[config.mk]
export PLATFORM = sky130hd
export DESIGN_NAME = c8_fbuf
export DESIGN_NICKNAME = d
export VERILOG_FILES = /design/src/hw/rtl/c8_pkg.sv /design/src/hw/rtl/c8_fbuf.sv
export SDC_FILE = /design/constraint.sdc
export NUM_CORES = 2
export LEC_CHECK = 0
export BUFFER_PORTS_ARGS = -buffer_cell sky130_fd_sc_hd__clkbuf_2
export CORE_MARGIN = 2
export CORE_UTILIZATION = 25
export DETAILED_ROUTE_END_ITERATION = 12
export GPL_TIMING_DRIVEN = 0
export PLACE_DENSITY = 0.42
export SYNTH_ARGS = -nofsm -noshare
export SYNTH_HDL_FRONTEND = slang
export SYNTH_SLANG_ARGS = --single-unit
[constraint.sdc]
create_clock -name clk -period 7 [get_ports clk]
set_input_delay 0.7 -clock clk [delete_from_list [all_inputs] [get_ports clk]]
set_output_delay 0.7 -clock clk [all_outputs]
set_load 0.05 [all_outputs]
[src/hw/rtl/c8_pkg.sv]
package c8_pkg;

  localparam int MEM_AW     = 12;
  localparam int FB_RW      = 5;
  localparam int SCREEN_W   = 64;
  localparam int FONT_BYTES = 80;

  localparam logic [MEM_AW-1:0] PROGRAM_BASE = 12'd512;
  localparam logic [MEM_AW-1:0] FONT_BASE    = 12'd80;
  localparam logic [MEM_AW-1:0] FONT_END     = FONT_BASE + 12'd80;

  localparam logic [7:0] FONT_ROM [FONT_BYTES] = '{
    8'hF0, 8'h90, 8'h90, 8'h90, 8'hF0, 8'h20, 8'h60, 8'h20, 8'h20, 8'h70,
    8'hF0, 8'h10, 8'hF0, 8'h80, 8'hF0, 8'hF0, 8'h10, 8'hF0, 8'h10, 8'hF0,
    8'h90, 8'h90, 8'hF0, 8'h10, 8'h10, 8'hF0, 8'h80, 8'hF0, 8'h10, 8'hF0,
    8'hF0, 8'h80, 8'hF0, 8'h90, 8'hF0, 8'hF0, 8'h10, 8'h20, 8'h40, 8'h40,
    8'hF0, 8'h90, 8'hF0, 8'h90, 8'hF0, 8'hF0, 8'h90, 8'hF0, 8'h10, 8'hF0,
    8'hF0, 8'h90, 8'hF0, 8'h90, 8'h90, 8'hE0, 8'h90, 8'hE0, 8'h90, 8'hE0,
    8'hF0, 8'h80, 8'h80, 8'h80, 8'hF0, 8'hE0, 8'h90, 8'h90, 8'h90, 8'hE0,
    8'hF0, 8'h80, 8'hF0, 8'h80, 8'hF0, 8'hF0, 8'h80, 8'hF0, 8'h80, 8'h80
  };

  typedef enum logic [1:0] {
    ACT_LOAD = 2'd0,
    ACT_EXEC = 2'd1,
    ACT_TICK = 2'd2,
    ACT_ROW  = 2'd3
  } action_t;

  // major opcode nibble
  localparam logic [3:0] OP_SYS   = 4'h0;
  localparam logic [3:0] OP_JP    = 4'h1;
  localparam logic [3:0] OP_CALL  = 4'h2;
  localparam logic [3:0] OP_SEI   = 4'h3;
  localparam logic [3:0] OP_SNEI  = 4'h4;
  localparam logic [3:0] OP_SER   = 4'h5;
  localparam logic [3:0] OP_LDI   = 4'h6;
  localparam logic [3:0] OP_ADDI  = 4'h7;
  localparam logic [3:0] OP_ALU   = 4'h8;
  localparam logic [3:0] OP_SNER  = 4'h9;
  localparam logic [3:0] OP_LDIDX = 4'hA;
  localparam logic [3:0] OP_JPV0  = 4'hB;
  localparam logic [3:0] OP_RND   = 4'hC;
  localparam logic [3:0] OP_DRW   = 4'hD;
  localparam logic [3:0] OP_SKP   = 4'hE;
  localparam logic [3:0] OP_MISC  = 4'hF;

  localparam logic [3:0] ALU_MOV  = 4'h0;
  localparam logic [3:0] ALU_OR   = 4'h1;
  localparam logic [3:0] ALU_AND  = 4'h2;
  localparam logic [3:0] ALU_XOR  = 4'h3;
  localparam logic [3:0] ALU_ADD  = 4'h4;
  localparam logic [3:0] ALU_SUB  = 4'h5;
  localparam logic [3:0] ALU_SHR  = 4'h6;
  localparam logic [3:0] ALU_SUBN = 4'h7;
  localparam logic [3:0] ALU_SHL  = 4'hE;

  localparam logic [15:0] SYS_CLS = 16'h00E0;
  localparam logic [15:0] SYS_RET = 16'h00EE;

  localparam logic [7:0] SKP_DOWN = 8'h9E;
  localparam logic [7:0] SKP_UP   = 8'hA1;

  localparam logic [7:0] F_LDDT  = 8'h07;
  localparam logic [7:0] F_WAITK = 8'h0A;
  localparam logic [7:0] F_SETDT = 8'h15;
  localparam logic [7:0] F_SETST = 8'h18;
  localparam logic [7:0] F_ADDI  = 8'h1E;
  localparam logic [7:0] F_FONT  = 8'h29;
  localparam logic [7:0] F_BCD   = 8'h33;
  localparam logic [7:0] F_STORE = 8'h55;
  localparam logic [7:0] F_LOAD  = 8'h65;

  typedef enum logic [4:0] {
    S_CLR, S_IDLE, S_DISP, S_ROW, S_F1, S_F2, S_R1, S_R2, S_EXEC, S_WF,
    S_DRD, S_DWR, S_BCD, S_M55RD, S_M55WR, S_M65RD, S_M65WR, S_FIN
  } state_t;

  typedef struct packed {
    logic              we;
    logic [MEM_AW-1:0] addr;
    logic [7:0]        wdata;
  } mem_req_t;

  typedef struct packed {
    logic       we;
    logic [3:0] waddr;
    logic [7:0] wdata;
    logic [3:0] raddr;
  } rf_req_t;

  typedef struct packed {
    logic                clear;
    logic                we;
    logic [FB_RW-1:0]    waddr;
    logic [SCREEN_W-1:0] wdata;
    logic [FB_RW-1:0]    raddr;
  } fb_req_t;

endpackage

[src/hw/rtl/c8_fbuf.sv]
module c8_fbuf import c8_pkg::*; (
  input  logic                clk,
  input  logic                rst,
  input  fb_req_t             req,
  output logic [SCREEN_W-1:0] rdata
);

  logic [SCREEN_W-1:0] mem [2**FB_RW];
  logic [2**FB_RW-1:0] vld;

  // clear drops all valid bits at once
  always_ff @(posedge clk) begin
    if (rst || req.clear) begin
      vld <= '0;
    end else if (req.we) begin
      vld[req.waddr] <= 1'b1;
    end
  end

  always_ff @(posedge clk) begin
    if (req.we) begin
      mem[req.waddr] <= req.wdata;
    end
  end

  always_ff @(posedge clk) begin
    rdata <= vld[req.raddr] ? mem[req.raddr] : '0;
  end

endmodule

# Word-level counts from Yosys, hierarchy flattened
# Memories as Yosys holds them, arrays and structs flattened. A register that Yosys moved wholly into a read port is not among the register bits.
# Cells that the tools add are included.
# op_classes
n_lt_le_gt_ge	3
n_mux	6
bitwise	1
n_reduce_logical	3
# op_table
operator	count
OR 32 bit	1
< comparator 5 x 6 -> 1 bit (second input constant)	2
binary-select mux 1 bit (select 5 bit)	1
demux 1 bit (select 5 bit)	1
>= comparator 5 x 1 -> 1 bit (second input constant)	1
2-to-1 mux 1 bit	4
logical AND 1 bit	1
zero test 1 bit	1
logical OR 1 bit	1
# word_totals
ff_bits	32
ramBits	2048
in_bits	78
output_inout_bits	64
wordCells	15
memories	1
# memory_table
memory	depth	width	rd	rd_ports_with_merged_regs	wr	line_no	text
mem	32	64	1	1	1	c8_fbuf.sv:8	logic [SCREEN_W-1:0] mem [2**FB_RW];

# Logic depth before layout (Yosys ltp)
# depth
depth_word	5
mapped_depth	10
mapped_depth_nobuf	5

# Worst setup path before layout
# OpenSTA, ideal clock, no wires.
# synth_path
path_type	input to register
startpoint	in req[69] (netlist bit)
endpoint	mem mem[12][0], enable pin
setup_ns	0.488
arrival_ns	4.067
t_required_ns	6.512
path_slack_ns	2.445
stages	3
n_path_buf	1
path_cell_list	or3b_2 -> clkbuf_1 -> nor2_1
# synth_lines
item	line_no	text
start: declaration	c8_fbuf.sv:4	input fb_req_t req,
end: declaration	c8_fbuf.sv:8	
# Straight into the memory's write port.

# Worst setup path in the final report
# layout_path
startpoint	in req[2] (netlist bit)
endpoint	reg rdata[62] (read register of mem)
# layout_via
elab_chain_cells	3
# layout_lines
item	line_no	text
binary-select mux 1 bit (select 5 bit)	c8_fbuf.sv:27	rdata <= vld[req.raddr] ? mem[req.raddr] : '0;
2-to-1 mux 1 bit (not written as such)	c8_fbuf.sv:27	
zero test 1 bit (no line)	--	
end: declaration	c8_fbuf.sv:5	output logic [SCREEN_W-1:0] rdata
# Several ways; a longest one is shown, not always the timed one. The select of a mux whose other input is x is not followed.
# A chain may end at the register's enable or synchronous reset.

==> impl_metrics.csv <==
group,metric,value,unit
synthesis,synth-seq-area-share,77.59,%
power,switching_power,6386,uW
clock_network,clockRootBuffer,"sky130_fd_sc_hd__clkbuf_16",
critical_path,critPathArrivalTime,4500,ps
synthesis,synth_warnings,0,
critical_path,crit_path_max_fanout,10,
placed_design,port_buffers,140,
floorplanning,fp.dieArea,331600,sq um
status,failed_checks,"capacitance limit",
status,outcome,"finished, violations left",
placed_design,place_inst,8457,
grt,wire_length_of_the_first_global_routing_pass,353900,microns
route,route.antenna.remaining_nets,0,
grt,gr-usage-met3,3.033,%
synthesis,ys.flop_type,"sky130_fd_sc_hd__edfxtp_1",
power,power.switching_fraction,22.55,%
critical_path,end_kind,"register",
timing,timing.fmax,0.2723,GHz
critical_path,worstSetupStartpointType,"input pin",
route,detail_route.drc_violations,0,
clock_network,cts_made_buffers,241,
finish,layout-area-overhead-vs-synth,20.21,%
synthesis,post_synth_inst_count,3879,
floorplanning,starting_density,25.17,%
power,vdd_ir_drop_max,0.0002204,V
clock_network,cts.hold.buffers_added,0,
grt,grt_use_met1,20.49,%
critical_path,critical_path_start_end_classification,"input pin to register",
grt,grt_util_met2,25.39,%
floorplanning,chipHeight,575.8,microns
power,power.share.clock,44.1,%
finish,final_cells,8904,
synthesis,synth_fp_nets,3957,
synthesis,ys_seq_elements,2144,
route,dr.pass1.iters,5,
route,post_drt_wl_per_cell,29.06,microns
finish,nets,4454,
grt,grt_pass1_vias,42320,
clock_network,cts-htree-levels,4,
floorplanning,boundaryPins,142,
run,maxcap_violations,1,
timing,final-setup-viol-count,0,
timing,layout_setup_ws,3327,ps
timing,slew_headroom,0.007068,%
clock_network,post_cts_resize_count,0,
power,power.combinational.fraction,5.6,%
route,initialDrtViolationCount,4425,
power,pwr_density_cell,288.2,nW/um^2
power,power_leakage,0.03171,uW
placed_design,pre_cts_slack,2117,ps
timing,fin_skew,77.33,ps
grt,initial_antenna_violation_count,34,
clock_network,clock-sinks,2144,
floorplanning,std_cell_rows,209,
route,drt_wl_total,258700,microns
finish,drive_gt1_share,23.65,%
synthesis,post_synth.cell_area_avg,21.07,sq um
finish,layout_commonest_cell,"sky130_fd_sc_hd__edfxtp_1",
timing,unrepaired_setup_endpoints_after_global_routing,"false",
synthesis,ys_types,43,
power,cellInternalPower,21930,uW
timing,timing_worst_slew_pin_value,1500,ps
grt,gr_overflow_total,0,
min_path,holdCritPathClass,"input pin to register",
clock_network,tritoncts_clock_tree,"done",
timing,finalHoldViolCount,0,
grt,grt_util_all_layers,15.31,%
placed_design,routabilityCongestion,0.7230,
floorplanning,core-area,324800,sq um
timing,fin_crit_sh,52.47,%
finish,fillers,31610,
synthesis,count_of_flip_flops_with_a_built_in_enable_after_synthesis,2048,
clock_network,cts_post_setup_buffers_inserted,0,
floorplanning,dieWidth,575.8,microns
clock_network,clock_insertion_delay_worst_skew,920,ps
clock_network,cts.path.max_buffers,4,
timing,fin_crit,3673,ps
critical_path,critPathRequiredTime,7830,ps
finish,layout_common_cells,"sky130_fd_sc_hd__edfxtp_1 (2,048), sky130_fd_sc_hd__mux2i_1 (418), sky130_fd_sc_hd__mux4_2 (304), sky130_fd_sc_hd__clkbuf_16 (243), sky130_fd_sc_hd__clkbuf_1 (155)",
route,route.vias.total,41480,
power,pwr-share-seq,50.3,%
timing,final_max_slew_viol_count,0,
grt,routing_layer_with_the_top_usage_in_global_route,"met2",
synthesis,post_synth_instance_area,81740,sq um
grt,grt_max_degree,33,
clock_network,cts.clk_slew.worst_paths,60,ps
route,vias_per_cell,4.659,
placed_design,hpwl,175400,microns
synthesis,synth-async-reset-ratio,0,%
-- metrics by stage --
step | total power [uW] | setup TNS [ps] | util [%] | hold WS [ps] | cell area, sq um
after floorplan | 15350 | 0 | - | 432.4 | 81740
after global placement | 16100 | -4434880 | 27.05 | 438.8 | 87850
after detailed placement | 16130 | 0 | 27.86 | 448.3 | 90490
after CTS | 28680 | 0 | 30.25 | 260.0 | 98230
after global routing | 29250 | 0 | 30.25 | 269.6 | 98250
final | 28310 | 0 | 30.25 | 286.4 | 98260
-- layer usage --
metal,vias up,wire [microns]
li1,17460,-
met1,22400,112800
met2,1258,124700
met3,359,15370
met4,10,5756
met5,-,62
-- synthesized netlist by cell type, drive strengths merged, types with 43 or more instances --
library cell     n  area [sq um]
a221oi         161          1485
mux4           318          7214
o21a            46         345.3
o21ai           82         410.4
mux2i          418          4184
nand3           46         240.2
a21oi           73         365.4
nor2            43         161.4
dfxtp           96          1922
a22oi           70         525.5
nor3            78         390.4
edfxtp        2048         61500
clkbuf         115         431.7
buf            123          1162
-- worst max-delay path: stages --
cell and delay [ps]:
sky130_fd_sc_hd__clkbuf_2 200, sky130_fd_sc_hd__buf_4 250, sky130_fd_sc_hd__clkbuf_1 870, sky130_fd_sc_hd__clkbuf_1 780, sky130_fd_sc_hd__nor3_1 180, sky130_fd_sc_hd__a2111oi_0 1170
sky130_fd_sc_hd__o21a_1 320
-- area by class of cell --
type                       instances  area [sq um]  share of cell area [%]
antenna                            8         20.02                 0.02037
buffer                           238          1602                   1.630
clock buffer                     301          6419                   6.532
clock inverter                   137          1323                   1.346
inverter                           3         11.26                 0.01146
multi-input combinational       1494         16960                   17.26
sequential                      2144         63420                   64.54
tap                             4325          5411                   5.507
timing repair buffer             254          3095                   3.150
-- cell families after synthesis --
family                 Yosys count  synth area share (%)
buffers and inverters          241                 1.964
multiplexers                   738                 13.97
AND/OR/NAND/NOR                213                 1.353
AO/OA/AOI/OAI                  543                 5.125
flip-flops                    2144                 77.59
-- sequential cells by signal (all words and copies together), names as in the netlist --
| signal | flops |
|---|---|
| rdata | 64 |
| mem | 2048 |
| vld | 32 |
-- worst paths after layout --
kind	depth (start not counted)	from	slack [ps]	to
setup reg to reg	6	vld[27]$_SDFFE_PP0P_	4320	rdata[24]$_SDFF_PN0_
hold / removal	3	rst	290	vld[31]$_SDFFE_PP0P_
setup / recovery	7	req[2]	3330	rdata[62]$_SDFF_PN0_
hold reg to reg	1	vld[27]$_SDFFE_PP0P_	460	vld[27]$_SDFFE_PP0P_
-- power groups by stage --
stage	sequential, uW	clock [uW]	combinational (uW)
6_report	14200	12500	1590
3_3_place_gp	14500	0	1560
4_1_cts	14200	12800	1620
5_1_grt	14300	13300	1690
2_1_floorplan	14600	0	771
3_5_place_dp	14500	0	1610
Power figures use the tool's default switching activity.
