<file path="src/hw/rtl/c8_pkg.sv">
package c8_pkg;

  localparam int MEM_AW     = 12;
  localparam int FB_RW      = 5;
  localparam int SCREEN_W   = 64;
  localparam int FONT_BYTES = 80;

  localparam logic [MEM_AW-1:0] PROGRAM_BASE = 12'd512;
  localparam logic [MEM_AW-1:0] FONT_BASE    = 12'd80;
  localparam logic [MEM_AW-1:0] FONT_END     = FONT_BASE + 12'd80;

  localparam logic [7:0] FONT_ROM [FONT_BYTES] = '{
    8'hF0, 8'h90, 8'h90, 8'h90, 8'hF0, 8'h20, 8'h60, 8'h20, 8'h20, 8'h70,
    8'hF0, 8'h10, 8'hF0, 8'h80, 8'hF0, 8'hF0, 8'h10, 8'hF0, 8'h10, 8'hF0,
    8'h90, 8'h90, 8'hF0, 8'h10, 8'h10, 8'hF0, 8'h80, 8'hF0, 8'h10, 8'hF0,
    8'hF0, 8'h80, 8'hF0, 8'h90, 8'hF0, 8'hF0, 8'h10, 8'h20, 8'h40, 8'h40,
    8'hF0, 8'h90, 8'hF0, 8'h90, 8'hF0, 8'hF0, 8'h90, 8'hF0, 8'h10, 8'hF0,
    8'hF0, 8'h90, 8'hF0, 8'h90, 8'h90, 8'hE0, 8'h90, 8'hE0, 8'h90, 8'hE0,
    8'hF0, 8'h80, 8'h80, 8'h80, 8'hF0, 8'hE0, 8'h90, 8'h90, 8'h90, 8'hE0,
    8'hF0, 8'h80, 8'hF0, 8'h80, 8'hF0, 8'hF0, 8'h80, 8'hF0, 8'h80, 8'h80
  };

  typedef enum logic [1:0] {
    ACT_LOAD = 2'd0,
    ACT_EXEC = 2'd1,
    ACT_TICK = 2'd2,
    ACT_ROW  = 2'd3
  } action_t;

  // major opcode nibble
  localparam logic [3:0] OP_SYS   = 4'h0;
  localparam logic [3:0] OP_JP    = 4'h1;
  localparam logic [3:0] OP_CALL  = 4'h2;
  localparam logic [3:0] OP_SEI   = 4'h3;
  localparam logic [3:0] OP_SNEI  = 4'h4;
  localparam logic [3:0] OP_SER   = 4'h5;
  localparam logic [3:0] OP_LDI   = 4'h6;
  localparam logic [3:0] OP_ADDI  = 4'h7;
  localparam logic [3:0] OP_ALU   = 4'h8;
  localparam logic [3:0] OP_SNER  = 4'h9;
  localparam logic [3:0] OP_LDIDX = 4'hA;
  localparam logic [3:0] OP_JPV0  = 4'hB;
  localparam logic [3:0] OP_RND   = 4'hC;
  localparam logic [3:0] OP_DRW   = 4'hD;
  localparam logic [3:0] OP_SKP   = 4'hE;
  localparam logic [3:0] OP_MISC  = 4'hF;

  localparam logic [3:0] ALU_MOV  = 4'h0;
  localparam logic [3:0] ALU_OR   = 4'h1;
  localparam logic [3:0] ALU_AND  = 4'h2;
  localparam logic [3:0] ALU_XOR  = 4'h3;
  localparam logic [3:0] ALU_ADD  = 4'h4;
  localparam logic [3:0] ALU_SUB  = 4'h5;
  localparam logic [3:0] ALU_SHR  = 4'h6;
  localparam logic [3:0] ALU_SUBN = 4'h7;
  localparam logic [3:0] ALU_SHL  = 4'hE;

  localparam logic [15:0] SYS_CLS = 16'h00E0;
  localparam logic [15:0] SYS_RET = 16'h00EE;

  localparam logic [7:0] SKP_DOWN = 8'h9E;
  localparam logic [7:0] SKP_UP   = 8'hA1;

  localparam logic [7:0] F_LDDT  = 8'h07;
  localparam logic [7:0] F_WAITK = 8'h0A;
  localparam logic [7:0] F_SETDT = 8'h15;
  localparam logic [7:0] F_SETST = 8'h18;
  localparam logic [7:0] F_ADDI  = 8'h1E;
  localparam logic [7:0] F_FONT  = 8'h29;
  localparam logic [7:0] F_BCD   = 8'h33;
  localparam logic [7:0] F_STORE = 8'h55;
  localparam logic [7:0] F_LOAD  = 8'h65;

  typedef enum logic [4:0] {
    S_CLR, S_IDLE, S_DISP, S_ROW, S_F1, S_F2, S_R1, S_R2, S_EXEC, S_WF,
    S_DRD, S_DWR, S_BCD, S_M55RD, S_M55WR, S_M65RD, S_M65WR, S_FIN
  } state_t;

  typedef struct packed {
    logic              we;
    logic [MEM_AW-1:0] addr;
    logic [7:0]        wdata;
  } mem_req_t;

  typedef struct packed {
    logic       we;
    logic [3:0] waddr;
    logic [7:0] wdata;
    logic [3:0] raddr;
  } rf_req_t;

  typedef struct packed {
    logic                clear;
    logic                we;
    logic [FB_RW-1:0]    waddr;
    logic [SCREEN_W-1:0] wdata;
    logic [FB_RW-1:0]    raddr;
  } fb_req_t;

endpackage

</file>
<file path="src/hw/rtl/c8_regfile.sv">
module c8_regfile import c8_pkg::*; (
  input  logic       clk,
  input  logic       rst,
  input  rf_req_t    req,
  output logic [7:0] rdata
);

  logic [7:0]  mem [16];
  logic [15:0] vld;

  always_ff @(posedge clk) begin
    if (rst) begin
      vld <= '0;
    end else if (req.we) begin
      vld[req.waddr] <= 1'b1;
    end
  end

  always_ff @(posedge clk) begin
    if (req.we) begin
      mem[req.waddr] <= req.wdata;
    end
  end

  // write-through on same-entry access
  always_ff @(posedge clk) begin
    if (req.we && (req.waddr == req.raddr)) begin
      rdata <= req.wdata;
    end else begin
      rdata <= vld[req.raddr] ? mem[req.raddr] : 8'h00;
    end
  end

endmodule

</file>
<file path="config.mk">
export PLATFORM = sky130hd
export DESIGN_NAME = c8_regfile
export DESIGN_NICKNAME = d
export VERILOG_FILES = /design/src/hw/rtl/c8_pkg.sv /design/src/hw/rtl/c8_regfile.sv
export SDC_FILE = /design/constraint.sdc
export NUM_CORES = 1
export LEC_CHECK = 0
export BUFFER_PORTS_ARGS = -buffer_cell sky130_fd_sc_hd__buf_4
export CAP_MARGIN = 20
export CORE_ASPECT_RATIO = 1.5
export CORE_MARGIN = 8
export CORE_UTILIZATION = 60
export DETAILED_ROUTE_END_ITERATION = 6
export PLACE_DENSITY = 0.78
export SYNTH_ARGS = -nofsm -noshare
export SYNTH_HDL_FRONTEND = slang
export SYNTH_SLANG_ARGS = --single-unit
</file>
<file path="constraint.sdc">
create_clock -name clk -period 3.56 [get_ports clk]
set_input_delay 0.712 -clock clk [delete_from_list [all_inputs] [get_ports clk]]
set_output_delay 0.712 -clock clk [all_outputs]
set_load 0.05 [all_outputs]
</file>
======== Word-level counts from Yosys, hierarchy flattened ========
Memories as Yosys holds them, arrays and structs flattened.
Cells that the tools add are included.
Widths: inputs -> output; s select.
word-level totals
  register bits after elaboration ......... 24
  bits in latches ......................... 0
  RAM bits ................................ 128
  ROM bits ................................ 0
  input bits .............................. 19
  output and inout bits ................... 8
  word-level logic and storage cells ...... 18
  memories kept ........................... 1
cells by class
  add/sub/neg operators ................... 0
  multipliers ............................. 0
  divide/modulo/power cells ............... 0
  order comparisons ....................... 3
  eq/ne operators ......................... 1
  shift operators ......................... 0
  mux-type cells .......................... 8
  bitwise logic cells ..................... 1
  reduce and logical (&&, ||, !) cells .... 2
memory list
  memory  depth  width  rd ports  clocked after memory_dff  write ports  RTL line         text
  mem     16     8      1         0                         1            c8_regfile.sv:8  logic [7:0] mem [16];
operators with widths
  cell                count
  $mux 8              2
  $or 16x16->16       1
  $lt 4x5->1 const B  2
  $bmux 1 s4          1
  $demux 1 s4         1
  $eq 4x4->1          1
  $ge 4x1->1 const B  1
  $mux 1              4
  $logic_and 1x1->1   2

======== Longest topological paths before layout ========
Gate-level depths: netlist of the first run.
  depth in word-level cells ............... 5
  mapped depth ............................ 7
  depth with buffers taken out ............ 4

======== Worst setup path after synthesis of the first run ========
No wires, ideal clock.
  kind .................................... input to register
  start point ............................. in req[14] (netlist name)
  end point ............................... mem mem[0][0], enable pin
  setup time .............................. 0.386 ns
  data arrival time ....................... 1.871 ns
  data required time ...................... 3.174 ns
  slack ................................... 1.304 ns
  stages .................................. 2
  path buffers ............................ 0
  cell sequence ........................... or3b_2 nor3_1
RTL lines
  what         RTL line         text
  from (decl)  c8_regfile.sv:4  input rf_req_t req,
  to (decl)    c8_regfile.sv:8
Straight into the memory's write port.

======== Worst setup path in the final report of the first run ========
  start point ............................. in req[0] (netlist name)
  end point ............................... reg rdata[2]
on the way
  cells in the longest elaborated chain, start to end .. 4
  elaborated cells on any way between the ends .. 7
  classes of those cells .................. eq/ne: 1; mux: 4; reduce/logical: 1; memory: 1
RTL lines
  what                          RTL line          text
  $bmux 1 s4                    c8_regfile.sv:30  rdata <= vld[req.raddr] ? mem[req.raddr] : 8'h00;
  $mux 1 (not written as such)  c8_regfile.sv:30
  $mux 8                        c8_regfile.sv:30
  $mux 8 (*)                    c8_regfile.sv:27  if (req.we && (req.waddr == req.raddr)) begin
  to (signal assigned)          c8_regfile.sv:28  rdata <= req.wdata;
  to (signal assigned)          c8_regfile.sv:30
  to (decl)                     c8_regfile.sv:5   output logic [7:0] rdata
Every way passes the cells marked *; elsewhere a longest branch is shown, timed or not. The select of a mux whose other input is x is not followed.
A chain may end at the register's enable or synchronous reset.

==> results.md, run 1 <==
* IO Pins at 27
* Clock period minus worst slack at around 2.2 ns
* Highest clock rate at 464 MHz
* Setup_tns at 0 ns
* Main synth FF type: edfxtp_1
* Switching share of power at ~20%
* IO buf count at 26
* DR pass1 iterations at 5
* Max cap viols at 0
* Vias in the first global route at 3193
* Status: completed
* Clk_lat worst skew at around 0.4 ns
* Count leader, synth: edfxtp_1
* Share of the synthesized area in the top cell type at 65.4%
* WP data required at 3.85 ns
* Area grow syn2layout at 14.0%
* ANT nets after route at 0
* DRT iter0 DRCs at 338
* Leakage power at between 2 and 2.5 nW
* Gr ovfl total at 0
* Synth Area per Inst at approximately 19 µm²
* FF+latch count, synth at ~150
* Hold Crit Class: reg -> reg
* Layout Cells excl Fill at 477
* Sequential fraction of the synthesis area at approximately three quarters
* Clock share of power at roughly 42%
* CTS tree: done
* CP endpoint kind: flop
* Top Family by Delay on Critical Path: multiplexers
* Largest net degree at the start of global routing at 37
* Clk sink count at between 150 and 200
* DRC at 0
* GRT Total Usage at about a fifth
* Initial Utilization at about three fifths
* CP max stage delay at about 0.63 ns
* Worst slack, placed at between 0.9 and 1 ns
* Worst Hold Path Cells at 2
* Power Density at about 570 nW/µm²
* Power Internal at between 3 and 4 mW
* Final Hold Viols at 0
* Fin nets at 371
* Inserted Clock Buffers at 17
* Vias at about 3100
* Peak supply drop at slightly above 0.4 mV
* First-pass GRT wire length at between 15 and 20 mm
* Critical path type: in -> reg
* Hold Buf Count CTS at 0
* Post-synth EDFFs at 128
* Row cnt at 44
* Clock skew at 0.00336 ns
* Ys Warns at 0
* DIE WIDTH at roughly 97 µm
* Synth top cells by count: edfxtp_1 (128), nor2_1 (53), mux4_2 (31)
* Combinational power share at under 10%
* Placed inst area at about 6000 µm²
* Crit-path cells: buf_4 -> mux4_1 -> mux2i_1 -> mux2_2 -> o31ai_1
* # placed instances at roughly 450
* Slowest CP cell: mux4_1
* Routed wire per std cell at between 20 and 30 µm
* Core Util, Final at between 60 and 70%
* CTS H-Tree Depth at 4
* Setup bufs post-CTS at 0
* Dpl hpwl at 7.68 mm
* Yosys top cell by area: edfxtp_1
* Async set or reset register ratio after synthesis at 0%
* Synth unique cells at 26
* Resized Gates After CTS at 0
* Slew @ Worst Pin at 1.03 ns
* Die area at approximately 13000 µm²
* CP Data Arrival Time at approximately 2.4 ns
* Tcrit/Tclk final at approximately three fifths
* Final Max Slew Viols at 0
* Final WL at 12.1 mm
* Pwr Total at about 3.8 mW
* Switching power at ~0.75 mW
* Net Count, Synth at between 300 and 400
* Core area at 9630 µm²
* Worst-path clk slew at about 0.060 ns
* RSZ-0062 raised after global routing: no
* Mapped Area at around 5900 µm²
* Deepest clock path buffer count at 2
* Root buffer cell: clkbuf_16
* Share of cells above drive strength 1 at about 25%
* Number of cells produced by synthesis at between 300 and 400
* Placer congestion estimate at between 0.7 and 0.8
* Fin Hold WS at about 0.47 ns
* Critical Path Start Type: input port
* Sequential share of power at between 50 and 60%
* Antenna violations before repair at 0
* Crit path depth at 5
* Design area at between 6000 and 7000 µm²
* Fin worst setup slack at 1.40 ns
* DR vias/cell at between 6 and 7
* Top cells by area, synth: edfxtp_1 (65%), mux4_2 (12%), dfxtp_1 (8.2%), nor2_1 (3.4%), a22o_1 (2.4%)
* Normalized max-slew margin at between 30% and 40%
* FF-to-FF path depth at 4
* Final setup vio count at 0
* CP max FO at 36
* WP buf/inv at 1
* Die height at about 140 µm
* Antenna Cells at 0
## cell usage in the layout, fill, tap and decap left out
cell type,n
clkbuf_1,4
nand2_1,1
buf_4,36
clkbuf_16,17
bufinv_16,2
nand3b_1,2
mux4_2,31
or3b_2,1
nor2_1,53
mux2i_1,2
nor3_1,4
and2_1,3
nor3_2,1
dfxtp_1,24
xnor2_1,1
xor2_1,3
nor2b_1,2
mux2_2,1
mux4_1,5
clkinv_1,6
o31ai_1,8
a22o_1,16
edfxtp_1,128
nand2b_1,2
nand3_1,9
## layout make-up
| cell class | count | area [µm²] |
|---|---|---|
| clock buffer | 21 | 440 |
| clock inverter | 8 | 82.6 |
| timing repair buffer | 36 | 270 |
| fill | 593 | 2930 |
| tap | 115 | 144 |
| sequential | 152 | 4320 |
| multi-input combinational | 145 | 1440 |
## final timing paths
kind | start | end | slack (ns)
setup / recovery | req[0] | rdata[2] | 1.40
hold / removal | vld[2] | vld[2] | 0.47
setup reg to reg | mem[4][2] | rdata[2] | 2.06
hold reg to reg | vld[2] | vld[2] | 0.47
## registers in the layout, indices dropped and copies added (netlist names)
name   count
mem      128
vld       16
rdata      8
## layer usage
metal / up-vias / GRT usage, % / wire length (µm)
met5: - / 0 / 0
met4: 0 / 9.44 / 378
met3: 37 / 5.12 / 822
met2: 178 / 32.1 / 6150
met1: 1580 / 22.7 / 4740
li1: 1329 / - / -
## cell families after synthesis
logic type / share of synthesized area [%]
flip-flops: 73.5
buffers and inverters: 1.94
AND/OR/NAND/NOR: 5.87
XOR/XNOR: 0.596
multiplexers: 14.6
AO/OA/AOI/OAI: 3.40
## power groups by stage
| stage | Combinational (mW) | Clock [mW] | Sequential (mW) |
|---|---|---|---|
| 6_report | 0.214 | 1.62 | 1.98 |
| 3_3_place_gp | 0.207 | 0 | 2.01 |
| 5_1_grt | 0.229 | 1.69 | 1.98 |
| 3_5_place_dp | 0.212 | 0 | 2.01 |
| 4_1_cts | 0.215 | 1.63 | 1.98 |
| 2_1_floorplan | 0.128 | 0 | 2.02 |
## worst reg2reg max path: stages (launching register included)
cell and delay [ns]:
edfxtp_1 0.37, mux4_2 0.49, a22o_1 0.27, nor2_1 0.16, o31ai_1 0.09
No activity file was read; power rests on OpenSTA's default activity.
==> inputs of run 2 (changes only) <==
==> constraint.sdc (replaced) <==
create_clock -name clk -period 2.05 [get_ports clk]
set_input_delay 0.41 -clock clk [delete_from_list [all_inputs] [get_ports clk]]
set_output_delay 0.41 -clock clk [all_outputs]
set_load 0.05 [all_outputs]
==> run 2 against run 1 <==
Clock power grew 96%. Die area is the same. Wire length grew 4.5%. Total power grew 84%. Cell area grew 4.2%. Count of clock-buffer cells in the layout shrank 4. First-iteration DRC count shrank 14%. Combinational power grew 86%. Core utilization grew 2.9 points. Non-clock buffer count grew 21. Largest cell class unchanged. Largest power group unchanged.
==> results.md, run 2 (synthesis gave the netlist of run 1 again) <==
* Status: completed
* Antenna violations before repair at 0
* Resized Gates After CTS at 0
* Setup_tns at 0 ns
* Commonest non-fill, non-tap cell in the layout: edfxtp_1
* Critical Path Start Type: input port
* Power Internal at 5.60 mW
* CP max FO at 10
* Initial Utilization at 61.0%
* Normalized max-slew margin at about 72%
* CP endpoint kind: flop
* ANT nets after route at 0
* DR WL met3 at between 800 and 900 µm
* Placed inst area at 6370 µm²
* Root buffer cell: clkbuf_16
* Share of cells above drive strength 1 at approximately a third
* Power Density at approximately 1000 nW/µm²
* Top Layer Used: met4
* DRC at 0
* DR vias/cell at approximately 6.5
* # placed instances at around 470
* Final Hold Viols at 0
* Combinational power share at 5.7%
* Die area at 13300 µm²
* Final WL at 12.6 mm
* Peak supply drop at 0.724 mV
* DR pass1 iterations at 6
* Metal1 wirelength at 4.71 mm
* Metal2 WL at about 6.8 mm
* Slew @ Worst Pin at between 0.4 and 0.5 ns
* Worst-path clk slew at around 0.06 ns
* Design area at 6980 µm²
* CTS tree: done
* Gr ovfl total at 0
* Biggest regs: mem x128, vld x16, rdata x8
* First-pass GRT wire length at a little under 20 mm
* Vias in the first global route at about 3400
* Layout Cells excl Fill at about 500
* Largest register by flop count: mem
* DIE WIDTH at just under 100 µm
* IO buf count at 26
* Clock share of power at 45.3%
* IO Pins at 27
* Placer congestion estimate at roughly 0.79
* Final setup vio count at 0
* CTS H-Tree Depth at 4
* Max cap viols at 0
* GRT Total Usage at between 20% and 30%
* Setup bufs post-CTS at 0
* Switching power at ~1.4 mW
* Antenna Cells at 0
* Clock skew at 0.00743 ns
* Final Max Slew Viols at 0
* Row cnt at 44
* Die height at approximately 140 µm
* Deepest clock path buffer count at 2
* Switching share of power at approximately a fifth
* Inserted Clock Buffers at 17
* Dpl hpwl at roughly 8.3 mm
* CP Data Arrival Time at ~1.9 ns
* Core area at between 9000 and 10000 µm²
* WP data required at 2.34 ns
* Clock period minus worst slack at approximately 1.6 ns
* Tcrit/Tclk final at between 70 and 80%
* Fin Hold WS at approximately 0.29 ns
* Routed wire per std cell at approximately 25 µm
* Fillers at ~550
* Clk sink count at 152
* Fin nets at roughly 390
* Max reg flops at around 130
* Largest net degree at the start of global routing at 21
* Vias at about 3300
* Pwr Total at ~7 mW
* DRT iter0 DRCs at between 200 and 300
* Critical path type: in -> reg
* Hold Buf Count CTS at 0
* Clk_lat worst skew at around 0.42 ns
* Sequential share of power at 49.0%
* Area grow syn2layout at 18.8%
* Hold Crit Class: in -> reg
* Most frequent cells in the layout: edfxtp_1 (128), buf_4 (54), nor2_1 (53), mux4_2 (31), dfxtp_1 (24)
* Leakage power at around 2.4 nW
* RSZ-0062 raised after global routing: no
* Highest clock rate at 629 MHz
==> run 2: power groups by stage <==
stage	logic (mW)	clock network [mW]	registers (mW)
floorplan	0.222	0	3.51
global placement	0.387	0	3.49
detailed placement	0.395	0	3.50
CTS	0.401	3.18	3.43
global route	0.427	3.32	3.44
finish	0.399	3.17	3.43
==> run 2: metal layers <==
metal | up-vias | global-route usage (%)
li1 | 1373 | -
met1 | 1681 | 23.3
met2 | 176 | 35.0
met3 | 30 | 4.92
met4 | 0 | 9.79
met5 | - | 0
==> run 2: final timing paths <==
path | start | end | slack (ns) | cells past startpoint
worst max-delay path | req[0] | rdata[5] | 0.46 | 5
worst min-delay path | rst | vld[7] | 0.29 | 2
worst max register to register | vld[3] | rdata[5] | 0.46 | 4
worst min register to register | vld[3] | vld[3] | 0.47 | 2
==> run 2: critical path: stages <==
cell and delay [ns]:
buf_4 0.22, mux4_1 0.62, mux2i_1 0.17, mux2_2 0.33
o31ai_1 0.13
==> run 2: final cells by class <==
type	count	area [µm²]	area share, %
well taps	115	144	2.06
repair buffers	57	465	6.66
multi-input cells	145	1440	20.6
clock buffers	17	425	6.09
flip-flops and latches	152	4320	61.9
clock inverters	15	184	2.63
==> run 2: stage by stage <==
stage,utilization (%),worst slack [ns]
2_1_floorplan,-,0.0956
3_3_place_gp,66.2,0.0665
3_5_place_dp,66.2,0.0192
4_1_cts,72.5,0.452
5_1_grt,72.5,0.384
6_report,72.5,0.460
==> inputs of run 3 (changes only) <==
--- a/config.mk
+++ b/config.mk
@@ -5,13 +5,14 @@
 export SDC_FILE = /design/constraint.sdc
 export NUM_CORES = 1
 export LEC_CHECK = 0
+export ABC_AREA = 1
 export BUFFER_PORTS_ARGS = -buffer_cell sky130_fd_sc_hd__buf_4
 export CAP_MARGIN = 20
 export CORE_ASPECT_RATIO = 1.5
 export CORE_MARGIN = 8
-export CORE_UTILIZATION = 60
+export CORE_UTILIZATION = 55
 export DETAILED_ROUTE_END_ITERATION = 6
-export PLACE_DENSITY = 0.78
+export PLACE_DENSITY = 0.75
 export SYNTH_ARGS = -nofsm -noshare
 export SYNTH_HDL_FRONTEND = slang
 export SYNTH_SLANG_ARGS = --single-unit
==> constraint.sdc (replaced) <==
create_clock -name clk -period 1.35 [get_ports clk]
set_input_delay 0.27 -clock clk [delete_from_list [all_inputs] [get_ports clk]]
set_output_delay 0.27 -clock clk [all_outputs]
set_load 0.05 [all_outputs]
==> run 3 against run 2 <==
Die area increased by 19%. Core utilization fell by 6.4 points. Flip-flop and latch count stayed put. Via count grew 50%. Total power is 56% higher. Clock skew is 0.00075 ns lower. Combinational power grew 120%. Wire length rose by 24%. Sequential share of layout area decreased by 6.6 points. First-iteration DRC count is 52% higher. Cell count grew 82%. Clock power is 50% higher. Largest cell class unchanged.
==> results.md, run 3 <==
* Power Internal at 8.42 mW
* Number of cells produced by synthesis at 686
* Share of the synthesized area in the top cell type at 58.2%
* Fillers at 886
* CP Launch Point: rdata[5]
* Top cells by area, synth: edfxtp_1 (58%), nand2_1 (12%), nand3_1 (8.6%), dfxtp_1 (7.3%), inv_1 (6.5%)
* CP max stage delay at 0.34 ns
* Biggest regs: mem x128, vld x16, rdata x8
* Leakage power at 3.46 nW
* Most frequent cells in the layout: nand2_1 (207), edfxtp_1 (128), inv_1 (114), nand3_1 (114), buf_4 (66)
* Setup_tns at 0 ns
* Tcrit/Tclk final at around nine tenths
* Placed inst area at 7210 µm²
* IO Pins at 27
* Async set or reset register ratio after synthesis at 0%
* Vias at between 4000 and 5000
* WP data required at 1.08 ns
* Synth unique cells at 23
* Main synth FF type: edfxtp_1
* Initial Utilization at between 50% and 60%
* DRC at 0
* DIE WIDTH at ~110 µm
* Sequential fraction of the synthesis area at between 60% and 70%
* Gr ovfl total at 0
* Design area at slightly below 8000 µm²
* DR pass1 iterations at 6
* Power Density at 1390 nW/µm²
* Slowest CP cell: dfxtp_1
* FF+latch count, synth at between 150 and 200
* Final WL at approximately 16 mm
* DRT iter0 DRCs at 438
* Setup bufs post-CTS at 0
* Switching power at 2.48 mW
* Final Max Slew Viols at 0
* DR vias/cell at 5.37
* Die area at roughly 16000 µm²
* Fin Hold WS at 0.161 ns
* Max reg flops at approximately 130
* First-pass GRT wire length at ~25 mm
* Core area at between 10000 and 15000 µm²
* Largest register by flop count: mem
* Share of cells above drive strength 1 at between 10% and 20%
* Clock share of power at between 40% and 50%
* Count leader, synth: nand2_1
* Resized Gates After CTS at 0
* Mapped Area at between 6000 and 7000 µm²
* Area grow syn2layout at 18.3%
* Dpl hpwl at roughly 11 mm
* Combinational power share at between 8 and 9%
* Critical path type: reg -> out
* Critical Path Start Type: flop
* Commonest non-fill, non-tap cell in the layout: nand2_1
* Top Family by Delay on Critical Path: flip-flops
* Antenna violations before repair at 0
* Post-synth EDFFs at 128
* IO buf count at 26
* Deepest clock path buffer count at 2
* Yosys top cell by area: edfxtp_1
* Vias in the first global route at 4816
* Worst-path clk slew at approximately 0.06 ns
* Highest clock rate at roughly 800 MHz
* CTS H-Tree Depth at 4
* Hold Crit Class: in -> reg
* Final setup vio count at 0
* Hold Path Origin: rst
* Row cnt at 49
* Normalized max-slew margin at around four fifths
* Synth Area per Inst at ~9.6 µm²
* CP endpoint kind: primary output
* Crit-path cells: buf_4
* CP Data Arrival Time at ~0.96 ns
* Antenna Cells at 0
* Root buffer cell: clkbuf_16
* RSZ-0062 raised after global routing: no
* Slew @ Worst Pin at between 0.2 and 0.3 ns
* Max cap viols at 0
* Routed wire per std cell at roughly 17 µm
* GRT Total Usage at ~21%
* RR Startpoint: mem[1][7]
* Final Hold Viols at 0
* Hold Buf Count CTS at 0
* CP max FO at 1
* Net Count, Synth at 705
* CTS tree: done
* Die height at between 150 and 200 µm
* Synth top cells by count: nand2_1 (207), edfxtp_1 (128), inv_1 (114), nand3_1 (114), nor2_1 (51)
* Clk_lat worst skew at 0.42 ns
* Switching share of power at a little under a quarter
* Placer congestion estimate at roughly 0.87
* Peak supply drop at ~1.0 mV
* Clock period minus worst slack at ~1.2 ns
* Fin nets at approximately 770
* Ys Warns at 0
* ANT nets after route at 0
* Clock skew at between 0.006 and 0.007 ns
* WP buf/inv at 1
* Status: completed
* Clk sink count at 152
* Sequential share of power at between 40% and 50%
* Largest net degree at the start of global routing at a little over 60
* Inserted Clock Buffers at 17
* Pwr Total at roughly 11 mW
## run 3: cell count changes after synthesis, sizes merged, moves of 4 or more
cell   delta
nand2   +207
inv     +118
nand3   +105
mux4     -36
a22o     -16
buf      +11
o31ai     -8
a21oi     +4
## run 3: per-layer routing
layer  global-route usage [%]  routed length [µm]  vias up
met1                     23.4                5960     2313
met3                     4.50                1040       61
met4                     13.9                 738        0
met2                     34.6                7890      219
met5                        0                   0        -
li1                         -                   -     2309
## run 3: cell type report
| type | count | area (µm²) | share of cell area (%) |
|---|---|---|---|
| multi-input combinational | 385 | 1630 | 20.9 |
| sequential | 152 | 4320 | 55.3 |
| clock inverter | 14 | 176 | 2.26 |
| clock buffer | 18 | 429 | 5.49 |
| timing repair buffer | 72 | 616 | 7.88 |
| inverter | 119 | 449 | 5.75 |
| tap | 153 | 191 | 2.45 |
## run 3: cell families after synthesis
group	synth area share (%)
and+or+nand+nor	23.9
DFF	65.4
buffers and inverters	9.90
AOI/OAI and AO/OA	0.738
## run 3: worst paths after layout
check / endpoint / slack [ns] / cells after the start
max: rdata[5] / 0.12 / 1
min: vld[0] / 0.16 / 2
max reg2reg: rdata[7] / 0.17 / 8
min reg2reg: vld[0] / 0.46 / 2
## run 3: metrics by stage
stage	setup WS (ns)	util, %	cells
floorplan	0.0167	-	686
global placement	-0.145	60.9	881
detailed placement	-0.191	60.9	881
CTS	0.0758	66.1	913
global route	0.0475	66.1	913
finish	0.117	66.1	913
## run 3: power by group through the flow
stage               clock network (mW)  logic [mW]  registers (mW)
floorplan                            0       0.448            5.41
global placement                     0       0.865            5.33
detailed placement                   0       0.885            5.33
CTS                               4.85       0.895            5.24
global route                      5.00       0.978            5.24
finish                            4.76       0.895            5.23
